$ cat config.mk
export PLATFORM = sky130hd
export DESIGN_NAME = qfsp_queue
export DESIGN_NICKNAME = d
export VERILOG_FILES = /design/src/design/qfsp_pkg.sv /design/src/design/qfsp_queue.sv
export SDC_FILE = /design/constraint.sdc
export NUM_CORES = 1
export LEC_CHECK = 0
export ABC_AREA = 1
export BUFFER_PORTS_ARGS = -buffer_cell sky130_fd_sc_hd__buf_2
export CAP_MARGIN = 40
export CORE_MARGIN = 3
export CORE_UTILIZATION = 55
export DETAILED_ROUTE_END_ITERATION = 16
export GPL_TIMING_DRIVEN = 0
export MAX_ROUTING_LAYER = met4
export PLACE_DENSITY_LB_ADDON = 0.12
export SYNTH_ARGS = -nofsm -noshare
export SYNTH_HDL_FRONTEND = slang
export SYNTH_SLANG_ARGS = --single-unit
$ cat constraint.sdc
create_clock -name clk -period 9.1 [get_ports clk]
set_input_delay 1.82 -clock clk [delete_from_list [all_inputs] [get_ports clk]]
set_output_delay 1.82 -clock clk [all_outputs]
set_load 0.02 [all_outputs]
$ cat src/design/qfsp_pkg.sv
// package for the udp flow statistics parser
// types, constants and codes shared by the front, queue, back and top level
// no dependencies
package qfsp_pkg;

  localparam int FLOW_ENTRIES = 1024;
  localparam int ID_ENTRIES   = 1024;
  localparam int FLOW_AW      = $clog2(FLOW_ENTRIES);
  localparam int ID_AW        = $clog2(ID_ENTRIES);
  localparam int QUEUE_DEPTH  = 4;
  localparam int QUEUE_AW     = $clog2(QUEUE_DEPTH);

  localparam logic [15:0] ETHERTYPE_IPV4 = 16'h0800;
  localparam logic [7:0]  PROTO_UDP      = 8'd17;
  localparam logic [7:0]  TYPE_MASK      = 8'hF0;
  localparam logic [7:0]  TYPE_HANDSHAKE = 8'hC0;
  localparam logic [7:0]  QUIC_HDR_BYTES = 8'd18;
  localparam logic [4:0]  PERIOD_RESET   = 5'd8;

  typedef enum logic [1:0] {
    OUT_FILTERED  = 2'd0,
    OUT_MALFORMED = 2'd1,
    OUT_COUNTED   = 2'd2,
    OUT_FULL      = 2'd3
  } outcome_t;

  typedef enum logic [1:0] {
    CLS_FILTERED  = 2'd0,
    CLS_MALFORMED = 2'd1,
    CLS_FULL_HDR  = 2'd2
  } class_t;

  typedef struct packed {
    logic [7:0] frame_byte;
    logic       last_byte;
  } in_item_t;

  typedef struct packed {
    logic [1:0]  outcome;
    logic [31:0] source_address;
    logic [31:0] dest_address;
    logic [63:0] flow_packets;
    logic [63:0] flow_malformed;
    logic [63:0] flow_handshakes;
    logic [63:0] id_packets;
    logic        id_valid;
    logic        summary_due;
  } out_item_t;

  typedef struct packed {
    class_t      cls;
    logic [31:0] source;
    logic [31:0] dest;
    logic        handshake;
    logic [63:0] conn_id;
  } job_t;

  typedef enum logic [3:0] {
    ST_IDLE,
    ST_FSCAN,
    ST_FRD,
    ST_FUPD,
    ST_ISCAN,
    ST_IRD,
    ST_IUPD,
    ST_OUT
  } state_t;

endpackage

$ cat src/design/qfsp_queue.sv
// short job queue between front and back parts
// uses qfsp_pkg
module qfsp_queue (
  input  logic           clk,
  input  logic           rst,
  input  logic           wr_valid,
  input  qfsp_pkg::job_t wr_job,
  output logic           full,
  output logic           rd_valid,
  output qfsp_pkg::job_t rd_job,
  input  logic           rd_take
);

  qfsp_pkg::job_t slots [qfsp_pkg::QUEUE_DEPTH];
  logic [qfsp_pkg::QUEUE_AW-1:0] wr_ptr;
  logic [qfsp_pkg::QUEUE_AW-1:0] rd_ptr;
  logic [qfsp_pkg::QUEUE_AW:0]   count;
  logic do_wr;
  logic do_rd;

  assign full     = count == (qfsp_pkg::QUEUE_AW+1)'(qfsp_pkg::QUEUE_DEPTH);
  assign rd_valid = count != '0;
  assign rd_job   = slots[rd_ptr];
  assign do_wr    = wr_valid && !full;
  assign do_rd    = rd_take && rd_valid;

  always_ff @(posedge clk) begin
    if (do_wr) slots[wr_ptr] <= wr_job;
  end

  always_ff @(posedge clk) begin
    if (rst) begin
      wr_ptr <= '0;
      rd_ptr <= '0;
      count  <= '0;
    end else begin
      if (do_wr) wr_ptr <= wr_ptr + 1'b1;
      if (do_rd) rd_ptr <= rd_ptr + 1'b1;
      count <= count + (qfsp_pkg::QUEUE_AW+1)'(do_wr) - (qfsp_pkg::QUEUE_AW+1)'(do_rd);
    end
  end

  a_no_overflow: assert property (@(posedge clk) disable iff (rst)
    full |-> count == (qfsp_pkg::QUEUE_AW+1)'(qfsp_pkg::QUEUE_DEPTH))
    else $error("queue count mismatch");
  a_ptr_gap: assert property (@(posedge clk) disable iff (rst)
    (count != (qfsp_pkg::QUEUE_AW+1)'(qfsp_pkg::QUEUE_DEPTH)) |->
      (wr_ptr - rd_ptr) == count[qfsp_pkg::QUEUE_AW-1:0])
    else $error("queue pointers disagree with count");
  a_empty_no_read: assert property (@(posedge clk) disable iff (rst)
    (count == '0 && !wr_valid) |=> count == '0)
    else $error("queue count moved without transfer");

endmodule

* Yosys cells after proc, flatten, opt, wreduce, memory -nomap -nowiden
Memory sizes are Yosys's and may differ from the RTL's. A register that Yosys moved wholly into a read port is not among the register bits.
Cells that the tools add are included.
** Cells by class
- Add/sub/neg operators :: 4
- Eq/ne operators :: 1
- Mux-type cells :: 4
- Reductions and logical operators :: 4
** Operators with widths (number)
- 2-bit by 1-bit adder with 2-bit output (second input constant) :: 2
- 2-bit two-way mux :: 2
- 3-bit by 1-bit adder with 3-bit output :: 1
- 3-bit equality test (second input constant) :: 1
- 3-bit nonzero test :: 1
- 3-bit by 1-bit subtractor with 3-bit output :: 1
- 1-bit logical AND :: 2
- 1-bit two-way mux :: 2
- 1-bit zero test :: 1
** Storage, ports and cells
- Flip-flop bits (word level) :: 7
- RAM bits :: 524
- Input bits :: 135
- Output and inout bits :: 133
- Word-level logic and storage cells :: 17
- Memories :: 1
** Memory list
- slots :: words 4, bits a word 131, rd ports 1, clocked after Yosys merged registers in 1, write ports 1, RTL line qfsp_queue.sv:14 : qfsp_pkg::job_t slots [qfsp_pkg::QUEUE_DEPTH];

* Longest topological paths before layout
- Word-level depth :: 5
- Mapped depth :: 10
- Mapped depth without buffers :: 10

* Worst setup path after synthesis
No wires, ideal clock.
- Path kind :: input port to flip-flop
- Start point :: in wr_valid
- End point :: mem slots[0][0] (netlist name), enable pin
- Setup time :: 0.623 ns
- Arrival time :: 7.380 ns
- Required time :: 8.477 ns
- Slack :: 1.097 ns
- Stages :: 2
- Path buffers :: 0
- Cell sequence :: nand2_1 > nor2_1
** On the way
- Word-level cells in the longest chain between the ends :: 3
** Ends and longest elaborated chain
- from (decl) :: RTL line qfsp_queue.sv:6 : input logic wr_valid,
- 1-bit logical AND :: RTL line qfsp_queue.sv:24 : assign do_wr = wr_valid && !full;
- 1-bit two-way mux :: RTL line qfsp_queue.sv:28 : if (do_wr) slots[wr_ptr] <= wr_job;
- 1-bit two-way mux (implied by the code) :: RTL line qfsp_queue.sv:28
- to (decl) :: RTL line qfsp_queue.sv:14
Every way passes these cells.

==> impl_metrics.ini <==
[worst_setup_path]
r2r-end = slots[2][121]
cp.required_ns = 7.28
cp.arrival_ns = 2.34
rrSetupSlack_ns = 6.30
end_kind = output pin
critical_path.max_fanout = 10
critPathKind = reg2out
rr_worst_depth = 8
crit_slowest_cell = dfxtp_1
critPathMostFrequentCell = buf_2
r2r_start = count[1]
start_kind = register
crit_path_max_incr_delay_ns = 0.41
crit_path_cell_trace = inv_2, buf_2, buf_2, o21ai_0, o22ai_1, buf_2

[timing]
relSlewSlack = 0.4180
hold_slack_ns = 0.5046
fmax_ghz = 0.2403
setup_viol = 0
rsz0062_at_grt = false
min_period_ns = 4.161
worstMarginPinSlew_ns = 0.8709
worst_slack_ns = 4.939
drv_slew = 0
finalCritPeriodShare = 0.4573
hold_violations = 0
skew_ns = 0.01777
setup_tns_ns = 0

[synth]
synth_nets = 1474
synth_edf_count = 524
ys_seq_elements = 533
synthTopCellsByArea = edfxtp_1 (79%), nor2_1 (5.2%), o21ai_0 (4.8%)
yosysTopAreaCell = edfxtp_1
synth_area_per_cell_um2 = 14.92
netlist_instances = 1332
ys_seq_area_frac = 0.8007
synthFlopType = edfxtp_1
ys_warn_count = 0
synth_area_um2 = 19880
synth_top_area_share = 0.7916
synthDistinctLibCells = 21
async_flop_share = 0

[min_path]
min_path_type = reg2reg
hold_depth = 2
min_from = rd_ptr[0]
hold-path-endpoint = rd_ptr[0]

[pwr]
powerDensity_nw_per_um2 = 288.9
ir_drop_mv = 0.2081
leakage_nw = 8.433
power_w = 0.006898

[floorplan]
boundaryPins = 268
core_area_um2 = 35050
initial_utilization = 0.5671
die-area_um2 = 38460
dieWidth_um = 196.1
rows = 68
dieHeight_um = 196.1

[final_layout]
final_common_cell = edfxtp_1
seqCellArea_um2 = 15920
instances_no_fill = 2182
layout-drive-gt1-share = 0.2434
nets = 1815
layout_common_cells = edfxtp_1 (524), buf_2 (295), nor2_1 (271), o21ai_0 (191), o22ai_1 (131)
multiInputGateArea_um2 = 3388
area_growth_pct = 20.12
fillers = 2458

[clock_tree]
cts-buffers-inserted = 51
htreeDepth = 2
clk_latency_ns = 0.59
clkTransAtPathRegs_ns = 0.06
cts.sinks = 533
cts_resized = 0
postCtsSetupBuffers = 0
cts_tree = built
cts_buffer_depth = 3
cts_hold_buf = 0
cts_root_buf = clkbuf_16

[outcome]
outcome = finished, final reports clean

[place]
place.gp.congestion = 0.7571
dp_hpwl_mm = 29.73
io_buffers = 267
place_inst = 2075
place_ws_ns = 4.968

[global_routing]
grt-ovfl-total = 0
track_usage = 0.2440
grt_max_degree = 27
grt_pass1_vias = 12100
grt_pass1_wl_mm = 69.26
grt_antenna_before_repair = 13

[drt]
first_iter_violations = 746
viasPerCell = 5.620
vias = 12260
ant_nets = 0
dr.pass1.iters = 4
drt_wl_total_mm = 46.40
drt-wirelength-per-cell_um = 21.27
drc = 0

[job]
maxCapViolCount = 0
power breakdown:
part	leakage [nW]	internal [W]	switching [W]	total (W)
logic	2.79	0.000559	0.00129	0.00185
clock network	0.772	0.00116	0.000850	0.00201
registers	4.87	0.00298	0.0000571	0.00304
total	8.43	0.00470	0.00220	0.00690
area by class of cell:
type	instances	area share
well taps	455	0.02384
diodes	18	0.001886
inverters	17	0.002882
flip-flops and latches	533	0.6665
clock inverters	24	0.009484
plain buffers	85	0.02243
repair buffers	288	0.07451
clock buffers	65	0.05654
multi-input cells	697	0.1419
metal layers:
layer | vias up | share of wire | track usage
li1 | 5751 | - | -
met1 | 5997 | 0.39 | 0.3061
met2 | 428 | 0.51 | 0.4021
met3 | 87 | 0.077 | 0.05667
met4 | 0 | 0.025 | 0.07235
met5 | - | 0 | -
metrics by stage:
stage               instance area, µm²    util
floorplan                        19880       -
global placement                 21780  0.6214
detailed placement               22260  0.6349
CTS                              23830  0.6799
global route                     23870  0.6808
finish                           23880  0.6812
worst max-delay path by stage:
stage	start	to	slack, ns	depth (start not counted)
3_5_place_dp	wr_valid	slots[2][60]	4.97	7
3_3_place_gp	wr_valid	slots[3][58]	-3.50	3
4_1_cts	register	rd_job[99]	4.86	6
2_1_floorplan	wr_valid	slots[0][0]	1.10	2
5_1_grt	register	rd_job[119]	4.82	6
6_report	register	rd_job[62]	4.94	6
synth_stat cells (2+ instances only):
library cell,instances
o22ai_1,131
nor2_1,275
nand2_1,12
clkbuf_1,29
edfxtp_1,524
buf_6,21
ha_1,6
buf_2,28
dfxtp_1,9
o21ai_1,72
nand3_1,3
o21ai_0,191
a21boi_0,2
clkbuf_2,4
a21oi_1,4
buf_4,2
inv_1,15
registers in the layout (all words and copies together), names as in the netlist, named ones only:
signal  count
count       3
wr_ptr      2
rd_ptr      2
slots     524
cell families (layout without fill, tap and decap cells):
logic type / count (synthesis) / count (layout) / synth area share
AO/OA/AOI/OAI: 400 / 400 / 0.1092
AND/OR/NAND/NOR: 290 / 290 / 0.05495
flip-flops: 533 / 533 / 0.8007
adder cells (fa/ha/maj): 7 / 7 / 0.004784
other: 0 / 18 / 0
buffers and inverters: 102 / 479 / 0.03040
critical path: cells and delay by family, from the launching register on:
| family | cells | cell delay (ns) |
|---|---|---|
| AOI/OAI and AO/OA | 2 | 0.34 |
| buffers and inverters | 4 | 0.98 |
| DFF | 1 | 0.41 |
No activity file was read; power rests on OpenSTA's default activity.
