===== src/design/qfsp_pkg.sv =====
// package for the udp flow statistics parser
// types, constants and codes shared by the front, queue, back and top level
// no dependencies
package qfsp_pkg;

  localparam int FLOW_ENTRIES = 1024;
  localparam int ID_ENTRIES   = 1024;
  localparam int FLOW_AW      = $clog2(FLOW_ENTRIES);
  localparam int ID_AW        = $clog2(ID_ENTRIES);
  localparam int QUEUE_DEPTH  = 4;
  localparam int QUEUE_AW     = $clog2(QUEUE_DEPTH);

  localparam logic [15:0] ETHERTYPE_IPV4 = 16'h0800;
  localparam logic [7:0]  PROTO_UDP      = 8'd17;
  localparam logic [7:0]  TYPE_MASK      = 8'hF0;
  localparam logic [7:0]  TYPE_HANDSHAKE = 8'hC0;
  localparam logic [7:0]  QUIC_HDR_BYTES = 8'd18;
  localparam logic [4:0]  PERIOD_RESET   = 5'd8;

  typedef enum logic [1:0] {
    OUT_FILTERED  = 2'd0,
    OUT_MALFORMED = 2'd1,
    OUT_COUNTED   = 2'd2,
    OUT_FULL      = 2'd3
  } outcome_t;

  typedef enum logic [1:0] {
    CLS_FILTERED  = 2'd0,
    CLS_MALFORMED = 2'd1,
    CLS_FULL_HDR  = 2'd2
  } class_t;

  typedef struct packed {
    logic [7:0] frame_byte;
    logic       last_byte;
  } in_item_t;

  typedef struct packed {
    logic [1:0]  outcome;
    logic [31:0] source_address;
    logic [31:0] dest_address;
    logic [63:0] flow_packets;
    logic [63:0] flow_malformed;
    logic [63:0] flow_handshakes;
    logic [63:0] id_packets;
    logic        id_valid;
    logic        summary_due;
  } out_item_t;

  typedef struct packed {
    class_t      cls;
    logic [31:0] source;
    logic [31:0] dest;
    logic        handshake;
    logic [63:0] conn_id;
  } job_t;

  typedef enum logic [3:0] {
    ST_IDLE,
    ST_FSCAN,
    ST_FRD,
    ST_FUPD,
    ST_ISCAN,
    ST_IRD,
    ST_IUPD,
    ST_OUT
  } state_t;

endpackage


===== src/design/qfsp_front.sv =====
// front part: takes frame bytes, captures the header fields and classifies
// each frame at its last byte into a job for the back part; uses qfsp_pkg
module qfsp_front (
  input  logic             clk,
  input  logic             rst,
  input  logic             in_valid,
  input  qfsp_pkg::in_item_t in_item,
  output logic             in_stall,
  output logic             job_valid,
  output qfsp_pkg::job_t   job,
  input  logic             job_full
);

  logic [6:0]  byte_offset;
  logic [15:0] ethertype;
  logic [3:0]  header_words;
  logic [7:0]  protocol;
  logic [31:0] source;
  logic [31:0] dest;
  logic [7:0]  quic_type;
  logic [63:0] conn_id;

  logic [7:0]  b;
  logic [7:0]  off;
  logic [7:0]  quic_start;
  logic [7:0]  len;
  logic        take;
  logic [15:0] ethertype_next;
  logic [7:0]  protocol_next;
  logic [31:0] source_next;
  logic [31:0] dest_next;
  logic [7:0]  type_next;
  logic [63:0] conn_id_next;
  logic [3:0]  header_words_next;

  assign in_stall = job_full;
  assign take     = in_valid && !job_full;
  assign b        = in_item.frame_byte;
  assign off      = {1'b0, byte_offset};
  assign quic_start = 8'd22 + {2'b00, header_words, 2'b00};
  assign len      = off + 8'd1;

  always_comb begin
    ethertype_next    = ethertype;
    header_words_next = header_words;
    protocol_next     = protocol;
    source_next       = source;
    dest_next         = dest;
    type_next         = quic_type;
    conn_id_next      = conn_id;
    if (off == 8'd12) ethertype_next[15:8] = b;
    if (off == 8'd13) ethertype_next[7:0] = b;
    if (off == 8'd14) header_words_next = b[3:0];
    if (off == 8'd23) protocol_next = b;
    if (off >= 8'd26 && off <= 8'd29) source_next = {source[23:0], b};
    if (off >= 8'd30 && off <= 8'd33) dest_next = {dest[23:0], b};
    if (off > 8'd14) begin
      if (off == quic_start) type_next = b;
      if (off >= quic_start + 8'd1 && off <= quic_start + 8'd8) begin
        conn_id_next = {conn_id[55:0], b};
      end
    end
  end

  always_comb begin
    job.source    = source_next;
    job.dest      = dest_next;
    job.conn_id   = conn_id_next;
    job.handshake = (type_next & qfsp_pkg::TYPE_MASK) == qfsp_pkg::TYPE_HANDSHAKE;
    if (len < 8'd34 || ethertype_next != qfsp_pkg::ETHERTYPE_IPV4 ||
        protocol_next != qfsp_pkg::PROTO_UDP || len <= quic_start) begin
      job.cls = qfsp_pkg::CLS_FILTERED;
    end else if ({1'b0, len} < {1'b0, quic_start} + {1'b0, qfsp_pkg::QUIC_HDR_BYTES}) begin
      job.cls = qfsp_pkg::CLS_MALFORMED;
    end else begin
      job.cls = qfsp_pkg::CLS_FULL_HDR;
    end
  end

  assign job_valid = take && in_item.last_byte;

  always_ff @(posedge clk) begin
    if (rst || (take && in_item.last_byte)) begin
      byte_offset  <= '0;
      ethertype    <= '0;
      header_words <= '0;
      protocol     <= '0;
      source       <= '0;
      dest         <= '0;
      quic_type    <= '0;
      conn_id      <= '0;
    end else if (take) begin
      if (byte_offset != 7'd127) byte_offset <= byte_offset + 7'd1;
      ethertype    <= ethertype_next;
      header_words <= header_words_next;
      protocol     <= protocol_next;
      source       <= source_next;
      dest         <= dest_next;
      quic_type    <= type_next;
      conn_id      <= conn_id_next;
    end
  end

endmodule


===== config.mk =====
export PLATFORM = sky130hd
export DESIGN_NAME = qfsp_front
export DESIGN_NICKNAME = d
export VERILOG_FILES = /design/src/design/qfsp_pkg.sv /design/src/design/qfsp_front.sv
export SDC_FILE = /design/constraint.sdc
export NUM_CORES = 1
export LEC_CHECK = 0
export BUFFER_PORTS_ARGS = -buffer_cell sky130_fd_sc_hd__buf_2
export CORE_MARGIN = 4
export CORE_UTILIZATION = 55
export DETAILED_ROUTE_END_ITERATION = 8
export HOLD_SLACK_MARGIN = 0.12
export PLACE_DENSITY = 0.78
export SLEW_MARGIN = 20
export SYNTH_ARGS = -nofsm -noshare
export SYNTH_HDL_FRONTEND = slang
export SYNTH_SLANG_ARGS = --single-unit

===== constraint.sdc =====
create_clock -name clk -period 4 [get_ports clk]
set_clock_uncertainty 0.05 [all_clocks]
set_input_delay 0.2 -clock clk [delete_from_list [all_inputs] [get_ports clk]]
set_output_delay 0.2 -clock clk [all_outputs]
set_load 0.01 [all_outputs]

### After elaboration in Yosys (flattened, before gate mapping)

Cells that the tools add are included.

| cells by class | value |
|---|---|
| $add $sub $neg | 6 |
| magnitude comparators | 10 |
| equal/unequal tests | 9 |
| muxes and demuxes | 11 |
| reduce and logical (&&, ||, !) cells | 13 |

Operator list:

| operator | count |
|---|---|
| two-way mux 64 bit | 2 |
| two-way mux 32 bit | 2 |
| two-way mux 8 bit | 5 |
| == test 7 x 4 -> 1 bit (second input constant) | 3 |
| adder 7 x 1 -> 8 bit (second input constant) | 2 |
| != test 16 x 12 -> 1 bit (second input constant) | 1 |
| greater-or-equal comparator 7 x 5 -> 1 bit (second input constant) | 2 |
| adder 7 x 4 -> 8 bit (second input constant) | 1 |
| adder 7 x 5 -> 8 bit (second input constant) | 1 |
| greater-or-equal comparator 7 x 8 -> 1 bit | 1 |
| <= comparator 7 x 8 -> 1 bit | 1 |
| <= comparator 8 x 7 -> 1 bit | 1 |
| less-than comparator 8 x 6 -> 1 bit (second input constant) | 1 |
| less-than comparator 8 bit | 1 |
| != test 8 x 5 -> 1 bit (second input constant) | 1 |
| adder 5 x 6 -> 7 bit (first input constant) | 1 |
| adder 7 x 1 -> 7 bit (second input constant) | 1 |
| == test 7 x 5 -> 1 bit (second input constant) | 1 |
| == test 7 bit | 1 |
| > comparator 7 x 4 -> 1 bit (second input constant) | 1 |
| <= comparator 7 x 5 -> 1 bit (second input constant) | 1 |
| <= comparator 7 x 6 -> 1 bit (second input constant) | 1 |
| != test 7 bit (second input constant) | 1 |
| logical AND 1 bit | 5 |
| other kinds (6) | 11 |

| word-level totals | value |
|---|---|
| flip-flop bits (word level) | 171 |
| input bits | 13 |
| output and inout bits | 133 |
| word-level logic and storage cells | 58 |

### Longest topological paths before layout

| depth | value |
|---|---|
| depth in word-level cells | 7 |
| mapped depth | 14 |
| gate-level depth less buffers | 12 |

### Worst setup path before layout

No wires, ideal clock.

| timing | value |
|---|---|
| path type | register to output |
| start | register header_words[0] |
| end | output port job[0] in the netlist's numbering |
| data arrival time | 3.190 ns |
| data required time | 3.750 ns |
| slack | 0.560 ns |
| cell stages (with the launch flop) | 13 |
| path buffers | 1 |
| cell sequence | dfxtp_1 -> inv_1 -> ha_1 -> inv_1 -> ha_1 -> inv_1 -> ha_1 -> nand4_2 -> or3_1 -> and4_4 -> nor3_4 -> buf_6 -> mux2_1 |

RTL lines:

| item | RTL line | source |
|---|---|---|
| start, declared | qfsp_front.sv:16 | `logic [3:0] header_words;` |
| start signal, assigned | qfsp_front.sv:95 | `header_words <= header_words_next;` |
| end, declared | qfsp_front.sv:10 | `output qfsp_pkg::job_t job,` |

==> impl_metrics.env <==
export IMPL_fillers=1218
export IMPL_grt_pass1_vias=6888
export IMPL_grt_start_max_net_pins=68
export IMPL_synth_fa_ha_area_share_pct=4.13
export IMPL_rows=45
export IMPL_required_ps=3750
export IMPL_hold_viol=0
export IMPL_post_route_period_util_pct=97.5
export IMPL_yosys_area_share_simple_pct=19.2
export IMPL_synth_compound_area_share_pct=5.87
export IMPL_slowest_delay_ps=410
export IMPL_grt_total_usage_pct=23.5
export IMPL_postSynthCellCount=969
export IMPL_antenna_found_initial=1
export IMPL_ys_types=54
export IMPL_end_kind="output pin"
export IMPL_crit_fanout=7
export IMPL_worstPathCellList="inv_2 -> ha_4 -> inv_1 -> ha_1 -> inv_1 -> ha_4 -> nand4_2 -> or3_1 -> and4_4 -> nor3_4 -> buf_6 -> clkbuf_16 -> mux2_2 -> buf_2"
export IMPL_cts_tree="yes"
export IMPL_timing_hold_ws_ps=132
export IMPL_drive_gt1_share_pct=27.5
export IMPL_worstSetupPathType="flip-flop to output pin"
export IMPL_wl_um=22700
export IMPL_viasPerCell=5.66
export IMPL_io_pins=146
export IMPL_drt_iter0_drc=631
export IMPL_arrival_ps=3650
export IMPL_cts_root_to_sink_buffers=2
export IMPL_htreeDepth=4
export IMPL_yosys_warnings=0
export IMPL_place_ws_ps=290
export IMPL_start_util_pct=57.0
export IMPL_clock_latency_ps=430
export IMPL_cp_start_kind="flip-flop"
export IMPL_synth_edff_count=0
export IMPL_final_max_slew_viol_count=0
export IMPL_slowest_stage="dfxtp_4"
export IMPL_wl_per_cell_um=17.3
export IMPL_outcome="completed"
export IMPL_clk_pin_slew_ps=70
export IMPL_route_detailed_drc=0
export IMPL_syn_to_final_growth_pct=18.3
export IMPL_synth_xor_area_share_pct=1.40
export IMPL_syn_avg_cell_area_um2=9.07
export IMPL_cts_root_buffer="clkbuf_16"
export IMPL_synthMuxAreaShare_pct=25.6
export IMPL_final_area_mm2=0.0104
export IMPL_vdd_ir_drop_max_mv=0.336
export IMPL_synth_seq_cells=167
export IMPL_slew_headroom_pct=27.7
export IMPL_placed_area_mm2=0.00953
export IMPL_cts_sinks=167
export IMPL_via_count=7432
export IMPL_gr_total_overflow=0
export IMPL_hp_class="input pin to flip-flop"
export IMPL_finalSetupViolCount=0
export IMPL_leakage_uw=0.00447
export IMPL_nets=1132
export IMPL_syn_nets=1011
export IMPL_drt_pass1_iterations=5
export IMPL_min_path_cells=3
export IMPL_synthArstFlopShare_pct=0
export IMPL_ys_flop_type="dfxtp_1"
export IMPL_die_area_mm2=0.0181
export IMPL_setup_ws_ps=101
export IMPL_port_buffer_count=145
export IMPL_core_mm2=0.0154
export IMPL_synth_area_mm2=0.00879
export IMPL_dieWidth_um=134
export IMPL_place_gp_congestion=0.902
export IMPL_p_per_area_mw_per_mm2=348
export IMPL_maxCapViolCount=0
export IMPL_min_period_ps=3900
export IMPL_cts_inserted_buffers=17
export IMPL_ant_nets=0
export IMPL_ys_seq_area_share_pct=38.0
export IMPL_rr_worst_depth=13
export IMPL_grt_pass1_wl_um=34800
export IMPL_fmax_mhz=256
export IMPL_synth_top_family_by_area="multiplexers"
export IMPL_r2r_setup_slack_ps=610
export IMPL_tightestPinTransition_ps=1080
export IMPL_fp_dieH_um=134
export IMPL_dpl_hpwl_um=13900
stage by stage:
stage	setup TNS [ps]	cells	total power (uW)	utilization, %
2_1_floorplan	0	969	1900	-
3_3_place_gp	0	1269	1970	61.8
3_5_place_dp	0	1269	1980	61.8
4_1_cts	0	1307	3620	66.3
5_1_grt	-273	1314	3730	67.4
6_report	0	1314	3620	67.4
power breakdown:
part | total, uW | leakage, uW | internal (uW) | switching [uW]
sequential | 1700 | 0.00135 | 1680 | 15.8
clock | 1670 | 0.000291 | 964 | 703
combinational | 253 | 0.00283 | 90.0 | 163
final cells by class:
cell class,instances,area (um2),area share (%)
diodes,1,2.50,0.0241
clock buffers,20,457,4.39
clock inverters,11,139,1.34
inverters,12,45.0,0.433
multi-input cells,717,5040,48.5
flip-flops and latches,167,3350,32.2
well taps,211,264,2.54
repair buffers,175,1100,10.6
critical path, delay by kind of cell (launching register included):
| family | cells | cell delay, ps |
|---|---|---|
| buf+inv | 6 | 720 |
| flops | 1 | 410 |
| fa+ha+maj | 3 | 840 |
| simple gates | 4 | 890 |
| mux | 1 | 360 |
synth_stat cells, types with 4 or more instances:
cell type	n	area [um2]
inv_1	12	45.0
buf_1	4	15.0
xnor2_1	12	105
mux2_1	47	529
nand3_1	27	135
dfxtp_1	167	3340
mux2i_1	80	801
nor4b_1	5	43.8
nand2b_1	4	25.0
clkbuf_1	40	150
buf_6	8	90.1
ha_1	29	363
o21ai_0	6	30.0
mux2_2	82	923
buf_2	11	55.1
nor2_1	164	616
buf_4	4	30.0
a21oi_1	63	315
nand2_1	99	372
buf_12	6	120
nor3_1	43	215
repair_timing:
action                                  in CTS  in global routing
hold buffers                                 4                  0
setup buffers                                2                  2
gates cloned                                 1                  4
endpoints found under the setup margin      60                 64
gates resized for setup                      4                 12
pin swaps                                    1                  2
endpoints found under the hold margin        8                  0
sequential cells by signal, indices dropped and copies added, names as in the netlist:
register	flops
byte_offset	7
conn_id	64
dest	32
ethertype	16
header_words	4
protocol	8
quic_type	4
source	32
final timing paths:
path                        start            end
hold reg to reg          dest[30]       dest[30]
setup reg to reg  header_words[0]    conn_id[30]
hold / removal         in_item[8]  ethertype[15]
setup / recovery  header_words[0]        job[38]
routing by layer:
layer	track usage, %	up-vias	part of all wire [%]
met5	0	-	0
met4	7.07	0	1.9
met3	6.15	35	6.4
met2	36.9	239	47
met1	32.0	3556	44
li1	-	3602	-
placed cells by master, fill, tap and decap left out, types with 3 or more instances in the layout:
cell / synthesis / routed
a21oi_1: 63 / 62
nand2b_1: 4 / 4
o21ai_0: 6 / 6
mux2_2: 82 / 82
mux2i_1: 80 / 80
nor4bb_1: 3 / 3
xnor2_1: 12 / 10
ha_4: 0 / 3
ha_1: 29 / 26
buf_12: 6 / 4
inv_1: 12 / 11
dlygate4sd3_1: 0 / 4
nand4_1: 3 / 3
o211ai_1: 3 / 3
nand2_1: 99 / 99
nor4b_1: 5 / 5
mux2_1: 47 / 47
or3_1: 3 / 3
nor2_1: 164 / 163
nor3_1: 43 / 42
clkbuf_16: 0 / 20
a211o_1: 3 / 3
clkinv_4: 0 / 3
nand3_1: 27 / 27
buf_6: 8 / 4
or4_1: 3 / 3
dfxtp_1: 167 / 165
buf_2: 11 / 145
buf_4: 4 / 14
cells by family (layout without fill, tap and decap cells):
logic type / count (synthesis) / after routing
other: 0 / 1
multiplexers: 209 / 209
AO/OA/AOI/OAI: 90 / 90
flip-flops: 167 / 167
XOR/XNOR: 14 / 14
buffers and inverters: 85 / 218
AND/OR/NAND/NOR: 375 / 375
adder cells (fa/ha/maj): 29 / 29
Power figures use the tool's default switching activity.
